## config.mk

```make
export PLATFORM = sky130hd
export DESIGN_NAME = text_encoding_detector_unit
export DESIGN_NICKNAME = d
export VERILOG_FILES = /design/src/rtl/core/ted_pkg.sv /design/src/rtl/core/ted_scan.sv /design/src/rtl/core/ted_decide.sv /design/src/rtl/core/text_encoding_detector_unit.sv
export SDC_FILE = /design/constraint.sdc
export NUM_CORES = 1
export LEC_CHECK = 0
export BUFFER_PORTS_ARGS = -buffer_cell sky130_fd_sc_hd__buf_2
export CORE_MARGIN = 3
export CORE_UTILIZATION = 45
export DETAILED_ROUTE_END_ITERATION = 7
export GPL_ROUTABILITY_DRIVEN = 0
export GPL_TIMING_DRIVEN = 0
export PLACE_DENSITY_LB_ADDON = 0.15
export SETUP_SLACK_MARGIN = 0.1
export SLEW_MARGIN = 20
export SYNTH_ARGS = -nofsm -noshare
export SYNTH_HDL_FRONTEND = slang
export SYNTH_SLANG_ARGS = --single-unit
```

## constraint.sdc

```tcl
create_clock -name clk -period 2.4 [get_ports clk]
set_input_delay 0.48 -clock clk [delete_from_list [all_inputs] [get_ports clk]]
set_output_delay 0.48 -clock clk [all_outputs]
set_load 0.1 [all_outputs]
```

## src/rtl/core/ted_pkg.sv

```systemverilog
`timescale 1ns / 1ps
// ----------------------------------------------------------------------------
// ted_pkg
// Shared types and codes for the text encoding detector.
// ----------------------------------------------------------------------------
package ted_pkg;

  localparam int unsigned ByteW = 8;
  localparam int unsigned CodeW = 3;

  localparam logic [CodeW-1:0] CODE_NONE  = 3'd0;
  localparam logic [CodeW-1:0] CODE_ASCII = 3'd1;
  localparam logic [CodeW-1:0] CODE_UTF8  = 3'd2;
  localparam logic [CodeW-1:0] CODE_GBK   = 3'd3;
  localparam logic [CodeW-1:0] CODE_BIG5  = 3'd4;

  localparam logic [ByteW-1:0] DBCS_LEAD_LO  = 8'h81;
  localparam logic [ByteW-1:0] DBCS_HI       = 8'hFE;
  localparam logic [ByteW-1:0] DBCS_TRAIL_LO = 8'h40;
  localparam logic [ByteW-1:0] DBCS_DEL      = 8'h7F;

  // Per-message scan state.
  typedef struct packed {
    logic       any_byte_seen;
    logic       non_ascii_seen;
    logic [1:0] utf8_cont_due;
    logic       utf8_failed;
    logic       gbk_trail_due;
    logic       gbk_failed;
    logic       big5_trail_due;
    logic       big5_failed;
  } scan_state_t;

  typedef struct packed {
    logic [CodeW-1:0] code;
    logic             fallback;
  } verdict_t;

endpackage

```

## src/rtl/core/ted_scan.sv

```systemverilog
`timescale 1ns / 1ps
// ----------------------------------------------------------------------------
// ted_scan
// Running UTF-8 / GBK / Big5 structure checks, one byte per word.
// ----------------------------------------------------------------------------
module ted_scan import ted_pkg::*; (
  input  logic             clk,
  input  logic             rst_n,
  input  logic             accept,
  input  logic [ByteW-1:0] byte_value,
  input  logic             has_byte,
  input  logic             is_last,
  output scan_state_t      st_nxt
);

  scan_state_t st_r;

  // Double-byte check; allow_del lets 0x7F through as a trail byte.
  function automatic logic [1:0] dbcs_step(input logic due, input logic failed,
                                           input logic [ByteW-1:0] b,
                                           input logic allow_del);
    logic ok;
    logic due_n;
    logic fail_n;
    begin
      ok     = 1'b0;
      due_n  = due;
      fail_n = failed;
      if (due) begin
        ok = (b >= DBCS_TRAIL_LO) && (b <= DBCS_HI) && (allow_del || b != DBCS_DEL);
        if (!ok) fail_n = 1'b1;
        due_n = 1'b0;
      end else if (b[7]) begin
        if (b >= DBCS_LEAD_LO && b <= DBCS_HI) due_n = 1'b1;
        else fail_n = 1'b1;
      end
      dbcs_step = {due_n, fail_n};
    end
  endfunction

  always_comb begin
    st_nxt = st_r;
    if (has_byte) begin
      st_nxt.any_byte_seen = 1'b1;
      if (byte_value[7]) st_nxt.non_ascii_seen = 1'b1;

      if (st_r.utf8_cont_due != 2'd0) begin
        if (byte_value[7:6] != 2'b10) st_nxt.utf8_failed = 1'b1;
        st_nxt.utf8_cont_due = st_r.utf8_cont_due - 2'd1;
      end else if (!byte_value[7]) begin
        st_nxt.utf8_cont_due = 2'd0;
      end else if (byte_value[7:5] == 3'b110) begin
        st_nxt.utf8_cont_due = 2'd1;
      end else if (byte_value[7:4] == 4'b1110) begin
        st_nxt.utf8_cont_due = 2'd2;
      end else if (byte_value[7:3] == 5'b11110) begin
        st_nxt.utf8_cont_due = 2'd3;
      end else begin
        st_nxt.utf8_failed = 1'b1;
      end

      {st_nxt.gbk_trail_due, st_nxt.gbk_failed} =
        dbcs_step(st_r.gbk_trail_due, st_r.gbk_failed, byte_value, 1'b0);
      {st_nxt.big5_trail_due, st_nxt.big5_failed} =
        dbcs_step(st_r.big5_trail_due, st_r.big5_failed, byte_value, 1'b1);
    end
  end

  always_ff @(posedge clk) begin
    if (!rst_n) begin
      st_r <= '0;
    end else if (accept) begin
      // last word closes the message: start clean for the next one
      st_r <= is_last ? scan_state_t'('0) : st_nxt;
    end
  end

endmodule

```

## src/rtl/core/ted_decide.sv

```systemverilog
`timescale 1ns / 1ps
// ----------------------------------------------------------------------------
// ted_decide
// Priority decision from the scan state at message end.
// ----------------------------------------------------------------------------
module ted_decide import ted_pkg::*; (
  input  scan_state_t st,
  output verdict_t    verdict
);

  always_comb begin
    verdict.fallback = 1'b0;
    priority if (!st.any_byte_seen) begin
      verdict.code = CODE_NONE;
    end else if (!st.non_ascii_seen) begin
      verdict.code = CODE_ASCII;
    end else if (!st.utf8_failed && st.utf8_cont_due == 2'd0) begin
      verdict.code = CODE_UTF8;
    end else if (!st.gbk_failed && !st.gbk_trail_due) begin
      verdict.code = CODE_GBK;
    end else if (!st.big5_failed && !st.big5_trail_due) begin
      verdict.code = CODE_BIG5;
    end else begin
      // nothing validated: guess UTF-8
      verdict.code     = CODE_UTF8;
      verdict.fallback = 1'b1;
    end
  end

endmodule

```

## src/rtl/core/text_encoding_detector_unit.sv

```systemverilog
`timescale 1ns / 1ps
// ----------------------------------------------------------------------------
// text_encoding_detector_unit
// Takes a message one byte per word and, on its last word, returns one
// encoding code (none, US-ASCII, UTF-8, GBK, Big5) with a fallback flag. A
// word is taken every cycle while input is not held off; the result for a last
// word appears in the output register in the cycle after acceptance, set by
// a single pass through the validator and priority logic. Words that are not
// last give no result. Input is held off only while a result waits in the
// output register and out_ready is low.
// ----------------------------------------------------------------------------
module text_encoding_detector_unit import ted_pkg::*; (
  input  logic             clk,
  input  logic             rst_n,
  input  logic             in_valid,
  output logic             in_ready,
  input  logic [ByteW-1:0] in_byte_value,
  input  logic             in_has_byte,
  input  logic             in_is_last,
  output logic             out_valid,
  input  logic             out_ready,
  output logic [CodeW-1:0] out_encoding_code,
  output logic             out_fallback_guess
);

  scan_state_t st_nxt;
  verdict_t    verdict;
  logic        in_acc;

  logic             out_valid_r,   out_valid_nxt;
  logic [CodeW-1:0] out_code_r;
  logic             out_fallback_r;

  assign in_ready = !out_valid_r || out_ready;
  assign in_acc   = in_valid && in_ready;

  ted_scan u_scan (
    .clk        (clk),
    .rst_n      (rst_n),
    .accept     (in_acc),
    .byte_value (in_byte_value),
    .has_byte   (in_has_byte),
    .is_last    (in_is_last),
    .st_nxt     (st_nxt)
  );

  ted_decide u_decide (
    .st      (st_nxt),
    .verdict (verdict)
  );

  always_comb begin
    out_valid_nxt = out_valid_r;
    if (in_acc && in_is_last) out_valid_nxt = 1'b1;
    else if (out_ready)       out_valid_nxt = 1'b0;
  end

  always_ff @(posedge clk) begin
    if (!rst_n) begin
      out_valid_r <= 1'b0;
    end else begin
      out_valid_r <= out_valid_nxt;
    end
  end

  always_ff @(posedge clk) begin
    if (in_acc && in_is_last) begin
      out_code_r     <= verdict.code;
      out_fallback_r <= verdict.fallback;
    end
  end

  assign out_valid          = out_valid_r;
  assign out_encoding_code  = out_code_r;
  assign out_fallback_guess = out_fallback_r;

endmodule

```

; ---- Yosys cells after proc, flatten, opt, wreduce, memory -nomap -nowiden
; Index checks and enable logic that the tools add are counted.
[op_classes]
addsub = 1
multipliers = 0
div = 0
order_cmp = 3
eq_ne = 5
shift = 0
mux = 32
n_bitwise = 2
reduce_logical = 20
[op_table]
columns = cell, count
row1 = 1-bit 2-to-1 mux, 22
row2 = 9-bit 2-to-1 mux, 2
row3 = 2-bit 2-to-1 mux, 6
row4 = "8-bit by 7-bit greater-or-equal comparator with 1-bit output, second input constant", 1
row5 = "8-bit greater-or-equal comparator, second input constant", 1
row6 = "8-bit <= comparator, second input constant", 1
row7 = 1-bit logical AND, 8
row8 = "8-bit by 7-bit inequality test with 1-bit output, second input constant", 1
row9 = 1-bit zero test, 6
row10 = 3-bit 2-to-1 mux, 2
row11 = "5-bit equality test, second input constant", 1
row12 = "4-bit equality test, second input constant", 1
row13 = 2-bit nonzero test, 2
row14 = 4-bit OR reduction, 1
row15 = "3-bit equality test, second input constant", 1
row16 = 2-bit zero test, 1
row17 = "2-bit inequality test, second input constant", 1
row18 = 1-bit inverter, 2
row19 = 2-bit AND reduction, 1
row20 = "2-bit by 1-bit subtractor with 2-bit output, second input constant", 1
row21 = 1-bit logical OR, 1
[word_totals]
regBits = 14
latch_bits = 0
ram_bits = 0
mem_bits_ro = 0
input_bits = 14
output_inout_bits = 6
word_cells = 76
mem_count = 0

; ---- Depth between registers and ports, before layout
; Gate-level depths: netlist of run 1.
[depth]
depth_word = 13
ltp_mapped = 6
mapped_depth_nobuf = 5

; ---- Hierarchy
; Synthesis of run 1 repeated with hierarchy kept, for this count alone.
[unflattened]
hier_cells = 102
hier_area_um2 = 870.8
[by_module_without_submodules]
columns = mod, n_inst, cells_per_inst, area_each_um2, seq_area_each_um2
row1 = ted_scan, 1, 82, 609.3, 180.2
row2 = text_encoding_detector_unit, 1, 10, 191.4, 140.1
row3 = ted_decide, 1, 10, 70.1, 0.0

; ---- Least setup slack after synthesis of run 1
; OpenSTA, ideal clock, no wires.
[synth_path]
path_kind = reg-to-reg
start = register out_valid_r (netlist: out_valid)
end = register out_code_r[0] (netlist: out_encoding_code[0]), enable pin
setup_ns = 0.255
t_arrival_ns = 1.982
required_ns = 2.145
path_slack_ns = 0.163
path_stages_with_launch = 6
n_path_buf = 1
synth_period_minus_slack_ns = 2.237
cell_sequence = dfxtp_1 nand2b_4 and2_4 buf_8 nand2_1 inv_1
[synth_via]
elab_chain_cells = 4
[synth_rtl]
columns = element, line_no
row1 = start: declaration, text_encoding_detector_unit.sv:30  ; logic out_valid_r, out_valid_nxt;
row2 = start signal: assignment, text_encoding_detector_unit.sv:62  ; out_valid_r <= out_valid_nxt;
row3 = 1-bit zero test, text_encoding_detector_unit.sv:34  ; assign in_ready = !out_valid_r || out_ready;
row4 = 1-bit logical OR, text_encoding_detector_unit.sv:34
row5 = named net in_ready, text_encoding_detector_unit.sv:16  ; output logic in_ready,
row6 = 1-bit logical AND, text_encoding_detector_unit.sv:35  ; assign in_acc = in_valid && in_ready;
row7 = 1-bit logical AND, text_encoding_detector_unit.sv:67  ; if (in_acc && in_is_last) begin
row8 = end signal: assignment, text_encoding_detector_unit.sv:68  ; out_code_r <= verdict.code;
row9 = end: declaration, text_encoding_detector_unit.sv:31  ; logic [CodeW-1:0] out_code_r;
; The timed path passes the listed nets, and every way through them passes these cells.
; A chain may end at the register's enable or synchronous reset.

; ---- Worst setup path in the final report of run 1
[layout_path]
start = input port in_byte_value[7]
end = register out_code_r[0] (netlist: out_encoding_code[0]) (data pin)
[layout_via]
elab_chain_cells = 11
elab_cells_between_ends = 39
cone_classes = 3 x order compare / 5 x eq/ne / 22 x mux / 9 x reduce/logical
[layout_rtl]
columns = element, line_no
row1 = start: declaration, text_encoding_detector_unit.sv:17  ; input logic [ByteW-1:0] in_byte_value,
row2 = 8-bit greater-or-equal comparator (tied with other cells), ted_scan.sv:34  ; if (b >= DBCS_LEAD_LO && b <= DBCS_HI) due_n = 1'b1;
row3 = 1-bit logical AND (tied with other cells), ted_scan.sv:34
row4 = 1-bit 2-to-1 mux (tied with other cells), ted_scan.sv:34
row5 = 1-bit 2-to-1 mux (tied with other cells), ted_scan.sv:33  ; end else if (b[7]) begin
row6 = 1-bit 2-to-1 mux (tied with other cells), ted_scan.sv:29  ; if (due) begin
row7 = 9-bit 2-to-1 mux (*), ted_scan.sv:43  ; if (has_byte) begin
row8 = 1-bit zero test or 9-bit 2-to-1 mux (tied branches), "ted_decide.sv:19, ted_scan.sv:43"
row9 = 1-bit logical AND (tied with other cells), ted_decide.sv:19  ; end else if (!st.gbk_failed && !st.gbk_trail_due) begin
row10 = 2-bit 2-to-1 mux or 1-bit logical AND (tied branches), "ted_decide.sv:19, ted_decide.sv:17"
row11 = 2-bit 2-to-1 mux, ted_decide.sv:17  ; end else if (!st.utf8_failed && st.utf8_cont_due == 2'd0) begin
row12 = 1-bit 2-to-1 mux (*), ted_decide.sv:15  ; end else if (!st.non_ascii_seen) begin
; Mark *: on every way between the ends. The rest lies on a longest branch, timed or not.

==> results of run 1 <==
-- synthesized netlist by cell type --
| cell | instances | area share [%] |
|---|---|---|
| o21ai_0 | 3 | 1.8 |
| o21bai_1 | 1 | 0.89 |
| o21ba_1 | 1 | 1.2 |
| a21bo_2 | 1 | 1.2 |
| o31ai_1 | 1 | 0.89 |
| nand4_1 | 1 | 0.74 |
| buf_2 | 1 | 0.59 |
| a2111oi_4 | 1 | 3.3 |
| nor3b_1 | 1 | 0.89 |
| nor2b_1 | 1 | 0.74 |
| and3_4 | 1 | 1.3 |
| o22a_1 | 1 | 1.0 |
| a31oi_1 | 3 | 2.2 |
| and2_4 | 2 | 2.1 |
| buf_8 | 1 | 1.8 |
| nand3_2 | 1 | 1.2 |
| a2bb2oi_1 | 2 | 2.1 |
| and4_1 | 1 | 1.0 |
| dfxtp_1 | 10 | 24 |
| nor2_1 | 11 | 4.9 |
| a41oi_1 | 2 | 2.1 |
| o41a_1 | 1 | 1.3 |
| nand2b_4 | 2 | 3.3 |
| inv_1 | 5 | 2.2 |
| nor4_1 | 1 | 0.74 |
| o32a_1 | 1 | 1.2 |
| a21boi_0 | 1 | 0.89 |
| edfxtp_1 | 4 | 14 |
| a21o_1 | 2 | 1.8 |
| or4_1 | 3 | 2.7 |
| o41ai_1 | 1 | 1.0 |
| nand3_1 | 3 | 1.8 |
| nor3_1 | 3 | 1.8 |
| a21oi_1 | 6 | 3.6 |
| or3_1 | 2 | 1.5 |
| o211ai_1 | 1 | 0.89 |
| nand2_1 | 13 | 5.8 |
-- sequential cells by signal, indices dropped and copies added, names as in the netlist --
register / flops
out_encoding_code: 3
out_fallback_guess: 1
out_valid: 1
u_scan.st_r: 9
-- layout make-up --
class	instances	area (um^2)	area share, %
multi-input cells	75	486.7	48.75
flip-flops and latches	14	320.3	32.08
repair buffers	19	95.09	9.524
well taps	25	31.28	3.133
clock buffers	3	22.52	2.256
plain buffers	2	20.02	2.005
inverters	5	18.77	1.880
clock inverters	1	3.754	0.3759
-- power by group through the flow --
stage               sequential (mW)  clock, mW  combinational, mW
detailed placement            0.262          0              0.124
CTS                           0.256      0.142              0.125
finish                        0.256      0.137              0.125
floorplan                     0.292          0             0.0601
global placement              0.262          0              0.123
global route                  0.258      0.152              0.135
-- layer usage --
layer,global-route usage [%],vias up
li1,-,406
met1,23.00,362
met2,29.02,33
met3,5.505,4
met4,9.479,0
met5,0,-
-- cells by family after synthesis --
| kind of cell | synth area share (%) |
|---|---|
| AO/OA/AOI/OAI | 27.22 |
| AND/OR/NAND/NOR | 30.33 |
| flip-flops | 37.87 |
| buffers and inverters | 4.585 |
-- placed cells by master (no fill, tap or decap), drive strengths merged, types with 2 or more instances in the layout --
cell,instances
a21oi,6
a21o,2
nand2b,2
nor2,11
a2bb2oi,2
edfxtp,4
a41oi,2
nor3,3
buf,21
a31oi,3
clkbuf,3
dfxtp,10
inv,5
nand3,4
or4,3
and2,2
o21ai,3
or3,2
nand2,13
-- worst register-to-register path: cells and delay by family (launching register included) --
kind	cells	cell delay (ns)
DFF	1	0.42
buffers and inverters	1	0.10
AOI/OAI and AO/OA	3	0.73
and+or+nand+nor	1	0.17
-- worst max path at each step --
stage | start | end | slack [ns] | depth (start not counted)
2_1_floorplan | out_valid | out_encoding_code[0] | 0.16 | 5
3_3_place_gp | in_byte_value[7] | out_encoding_code[0] | 0.48 | 6
3_5_place_dp | in_byte_value[7] | out_encoding_code[0] | 0.44 | 6
4_1_cts | in_byte_value[7] | out_encoding_code[0] | 0.74 | 6
5_1_grt | u_scan.st_r[5] | out_encoding_code[0] | 0.65 | 5
6_report | in_byte_value[7] | out_encoding_code[0] | 0.74 | 6
-- stage by stage --
stage                     util, %  cells
after floorplan                 -     96
after global placement      55.70    140
after detailed placement    55.70    140
after CTS                   57.20    144
after global routing        57.20    144
final                       57.20    144
==> qor.yml, run 1 <==
floorplan:
  initial_core_util_pct: 48.46
  die_w_um: 49.36
  num_io_pins: 20
  die_area_um2: 2436
  rows: 15
  core_um2: 1745
  die-height_um: 49.36
clock_tree:
  cts_num_sinks: 14
  clk_pin_slew_ns: 0.08
  worst_skew_pair.late_latency_ns: 0.28
  clock-root-buffer: "clkbuf_4"
  holdBufCountCts: 0
  cts_buffer_depth: 2
  cts_resized: 0
  cts_buffers: 3
  h-tree-depth: 1
  cts_tree: "built"
  cts_setup_buffers: 0
synthesis:
  synth_area_um2: 845.8
  syn_area_per_cell_um2: 8.811
  yosysSeqAreaShare_pct: 37.87
  ys_warn_count: 0
  yosys_register_bits: 14
  syn_nets: 110
  synthCells: 96
  ys_types: 37
power:
  power_uw: 517.9
  pwr_density_cell_nw_per_um2: 518.7
  switching_share_pct: 31.67
  power_leakage_nw: 0.4118
  clkPwrFrac_pct: 26.4
  seq_power_share_pct: 49.5
  comb_power_share_pct: 24.1
  p_int_uw: 353.9
  ir_worst_vdd_mv: 0.3520
  p_sw_uw: 164.0
timing:
  rsz0062_at_grt: "no"
  relSlewSlack_pct: 67.82
  finalHoldViolCount: 0
  fin_ws_ns: 0.7362
  final-setup-viol-count: 0
  period_needed_ns: 1.664
  whs_ns: 0.4820
  final_max_slew_viol_count: 0
  fmax_mhz: 601.1
  post-route-period-util_pct: 69.32
  fin_skew_ns: 0.0007915
  max_slew.worst_pin.slew_ns: 0.4861
  fin_tns_setup_ns: 0
grt:
  antenna_found_initial: 0
  grt_pass1_wl_um: 3422
  gr-total-overflow: 0
  grt_max_degree: 11
  grt_pass1_vias: 780
  track_usage_pct: 18.60
routing:
  firstDrtPassIters: 4
  drc_errors: 0
  routed_wirelength_um: 1968
  num_vias: 805
  met3WireLength_um: 144
  ant_nets: 0
  drtIter0Drc: 12
  met1Wirelength_um: 916
  via_per_inst: 5.590
  routed.top_layer: "met4"
  dr_wl_met2_um: 878
  wire_per_inst_um: 13.67
status:
  status: "finished, final reports clean"
flow_run:
  cap_viol_max_count: 0
min_path:
  hold_path.class: "in -> reg"
  hold_depth: 2
  hold_end: "u_scan.st_r[0]"
  min_from: "in_is_last"
worst_setup_path:
  worstPathArrival_ns: 1.70
  path_max_fanout: 8
  critical-path-max-stage-delay_ns: 0.39
  worst_setup_path_end_kind: "flip-flop"
  crit_path_cell_trace: "buf_2 > and2_4 > and3_4 > a2111oi_4 > a21boi_0 > o22a_1"
  cp_slowest_cell: "a2111oi_4"
  r2r_start: "u_scan.st_r[5]"
  r2r_end: "out_encoding_code[0]"
  rrSetupSlack_ns: 0.74
  crit_buf_inv: 1
  reg2regPathDepth: 5
  required_ns: 2.44
  worstSetupPathType: "in -> reg"
  critPathTopFamily: "compound AO/OA/AOI/OAI gates"
  crit_path_start_kind: "input pin"
cells_and_area:
  stdcell_area_um2: 998.5
  fin_nets: 134
  area_growth_pct: 18.05
  final.fill_count: 183
  drive_above_1_share_pct: 26.89
  antenna_cells: 0
placement:
  dp_hpwl_um: 1434
  dpl-instance-area_um2: 972.2
  dp_slack_ns: 0.4371
  portBuffers: 19
Power figures use the tool's default switching activity.
==> inputs of run 2 (changes only) <==
Clock period 2.4 ns to 1.35 ns, I/O delays scaled along.
==> run 2 against run 1 <==
  * The run now ends with negative setup slack left
  * Critical endpoint unchanged
  * Largest cell class unchanged
  * Sequential share of layout area is 4.4 points lower
  * Worst hold slack worse by 0.22 ns
  * Largest power group unchanged
  * Clock power is 80% higher
  * Count of clock-buffer cells in the layout stayed put
  * First-iteration DRC count is 8.3% higher
  * Flip-flop and latch count stayed put
  * Utilization is 12 points higher
  * Non-clock buffer count is 12 higher
  * Critical path depth is 1 lower
  * Power is 87% higher
  * Cell count is 8.3% higher
  * Via count is 8.8% higher
==> qor.yml, run 2 (synthesized netlist as in run 1, its figures left out) <==
status:
  status: "complete, but fails checks"
  failed_checks: "negative setup slack"
grt:
  grtUsageMet2_pct: 29.02  # unchanged
  grt_pass1_wl_um: 3588  # +4.9%
  gr-total-overflow: 0  # unchanged
  grt_use_met1_pct: 25.66  # +2.7 points
  grt_max_degree: 11  # unchanged
  antenna_found_initial: 0  # unchanged
  track_usage_pct: 19.13  # +0.53 points
  grt_use_met3_pct: 3.670  # -1.8 points
  grt_pass1_vias: 794  # +1.8%
  top_usage_layer: "met2"
worst_setup_path:
  path_max_fanout: 5  # -3
  worstSetupPathType: "reg -> reg"
  worstPathArrival_ns: 1.53  # -0.17 ns
  worst_setup_path_end_kind: "flip-flop"
  crit_path_start_kind: "flip-flop"
  rrSetupSlack_ns: -0.13  # -0.87 ns
  crit_path_end: "out_encoding_code[0]"
  crit_path_cell_trace: "inv_4 > and3_4 > a2111oi_4 > a21oi_1 > o22a_1"
  setup.worst_path.start: "u_scan.st_r[5]"
  critPathTopFamily: "compound AO/OA/AOI/OAI gates"
  crit_buf_inv: 1  # unchanged
  critical-path-max-stage-delay_ns: 0.39  # about the same
  required_ns: 1.39  # -1.05 ns
  r2r_end: "out_encoding_code[0]"
  crit_cells: 5  # -1
  reg2regPathDepth: 5  # unchanged
  r2r_start: "u_scan.st_r[5]"
  cp_slowest_cell: "dfxtp_4"
routing:
  firstDrtPassIters: 4  # unchanged
  wire_per_inst_um: 14.60  # +6.8%
  num_vias: 876  # +8.8%
  drtIter0Drc: 13  # +1
  via_per_inst: 5.615  # +0.45%
  drc_errors: 0  # unchanged
  ant_nets: 0  # unchanged
  routed_wirelength_um: 2277  # +16%
timing:
  max_slew.worst_pin.slew_ns: 0.3202  # -0.1658 ns
  fmax_mhz: 675.1
  fin_skew_ns: 0.004874  # +0.004082 ns
  fin_ws_ns: -0.1313  # -0.8675 ns
  relSlewSlack_pct: 78.56  # +11 points
  post-route-period-util_pct: 109.7
  final-setup-viol-count: 6  # +6
  final_max_slew_viol_count: 0  # unchanged
  rsz0062_at_grt: "yes"
  finalHoldViolCount: 0  # unchanged
  period_needed_ns: 1.481
clock_tree:
  h-tree-depth: 1  # unchanged
  clock-root-buffer: "clkbuf_4"
  cts_buffers: 3  # unchanged
  clk_pin_slew_ns: 0.09  # about the same
  cts_buffer_depth: 2  # unchanged
  holdBufCountCts: 0  # unchanged
  worst_skew_pair.late_latency_ns: 0.28  # about the same
  cts_tree: "built"
  cts_num_sinks: 14  # unchanged
floorplan:
  core_um2: 1745  # unchanged
  die-height_um: 49.36  # unchanged
  rows: 15  # unchanged
  initial_core_util_pct: 48.46  # unchanged
  die_area_um2: 2436  # unchanged
  num_io_pins: 20  # unchanged
  die_w_um: 49.36  # unchanged
flow_run:
  cap_viol_max_count: 0  # unchanged
cells_and_area:
  fin_nets: 146  # +9.0%
  largest_reg_flops: 9  # unchanged
  drive_above_1_share_pct: 49.62  # +23 points
  mostFrequentLayoutCells: "buf_4 (17), buf_2 (12), nand2_1 (11)"
  final_common_cell: "buf_4"
  antenna_cells: 0  # unchanged
  area_growth_pct: 42.46
  final_cell_count_no_fill: 156  # +8.3%
  final.fill_count: 148  # -19%
  top_register: "u_scan.st_r"
power:
  ir_worst_vdd_mv: 0.6537  # +86%
  power_leakage_nw: 0.4933  # +20%
  pwr_density_cell_nw_per_um2: 804.0  # +55%
  power_uw: 968.8  # +87%
placement:
  dp.cells: 140  # unchanged
  portBuffers: 19  # unchanged
  dp_hpwl_um: 1516  # +5.7%
min_path:
  hold_path.class: "in -> reg"
## run 2: cell count changes in the layout (fill, tap and decap cells not counted), moves of 3 or more
cell,before,now
buf_4,0,17
dfxtp_4,0,3
or4_4,0,3
dfxtp_1,10,5
or4_1,3,0
buf_2,20,12
## run 2: how the worst min path moves through the flow
stage              startpoint             end  slack (ns)  cells after the start
3_5_place_dp   u_scan.st_r[0]  u_scan.st_r[0]        0.46                      2
3_3_place_gp   u_scan.st_r[0]  u_scan.st_r[0]        0.46                      2
4_1_cts            in_is_last  u_scan.st_r[0]        0.25                      2
6_report           in_is_last  u_scan.st_r[0]        0.27                      2
5_1_grt            in_is_last  u_scan.st_r[0]        0.28                      2
2_1_floorplan      in_is_last  u_scan.st_r[0]        0.37                      1
## run 2: final cells by class
class / instances / area [um^2] / share of cell area, %
Tap cell: 25 / 31.28 / 2.596
Clock buffer: 3 / 22.52 / 1.869
Sequential cell: 14 / 334.1 / 27.73
Multi-Input combinational cell: 75 / 550.5 / 45.69
Clock inverter: 1 / 3.754 / 0.3115
Timing Repair Buffer: 31 / 219.0 / 18.17
Buffer: 2 / 22.52 / 1.869
Inverter: 5 / 21.27 / 1.765
## run 2: routing by layer
layer  routed length, um  up-vias
met5                   0        -
met4                  35        0
met3                  87        5
met2                1078       20
met1                1076      413
li1                    -      438
## run 2: metrics by stage
| step | setup slack (ns) | utilization, % | instance area [um^2] | setup TNS, ns | hold slack (ns) |
|---|---|---|---|---|---|
| finish | -0.1313 | 69.03 | 1205 | -0.3958 | 0.2666 |
| floorplan | -0.3332 | - | 867.1 | -3.165 | 0.3728 |
| detailed placement | -0.3459 | 56.92 | 993.5 | -1.589 | 0.4633 |
| global route | -0.1817 | 69.03 | 1205 | -0.6826 | 0.2797 |
| CTS | -0.1351 | 65.66 | 1146 | -0.3083 | 0.2513 |
| global placement | -0.3263 | 56.92 | 993.5 | -1.466 | 0.4562 |
## run 2: report_power, final
part	total [mW]	switching [mW]	internal, mW
Combinational	0.271	0.165	0.106
Sequential	0.452	0.00977	0.443
Clock	0.246	0.138	0.107
Total	0.969	0.313	0.656
## run 2: repair_timing
item / 4_1_cts / 5_1_grt
buffers inserted: 10 / 2
resized for setup: 18 / 11
endpoints found under the setup margin: 18 / 13
pin swaps: 7 / 8
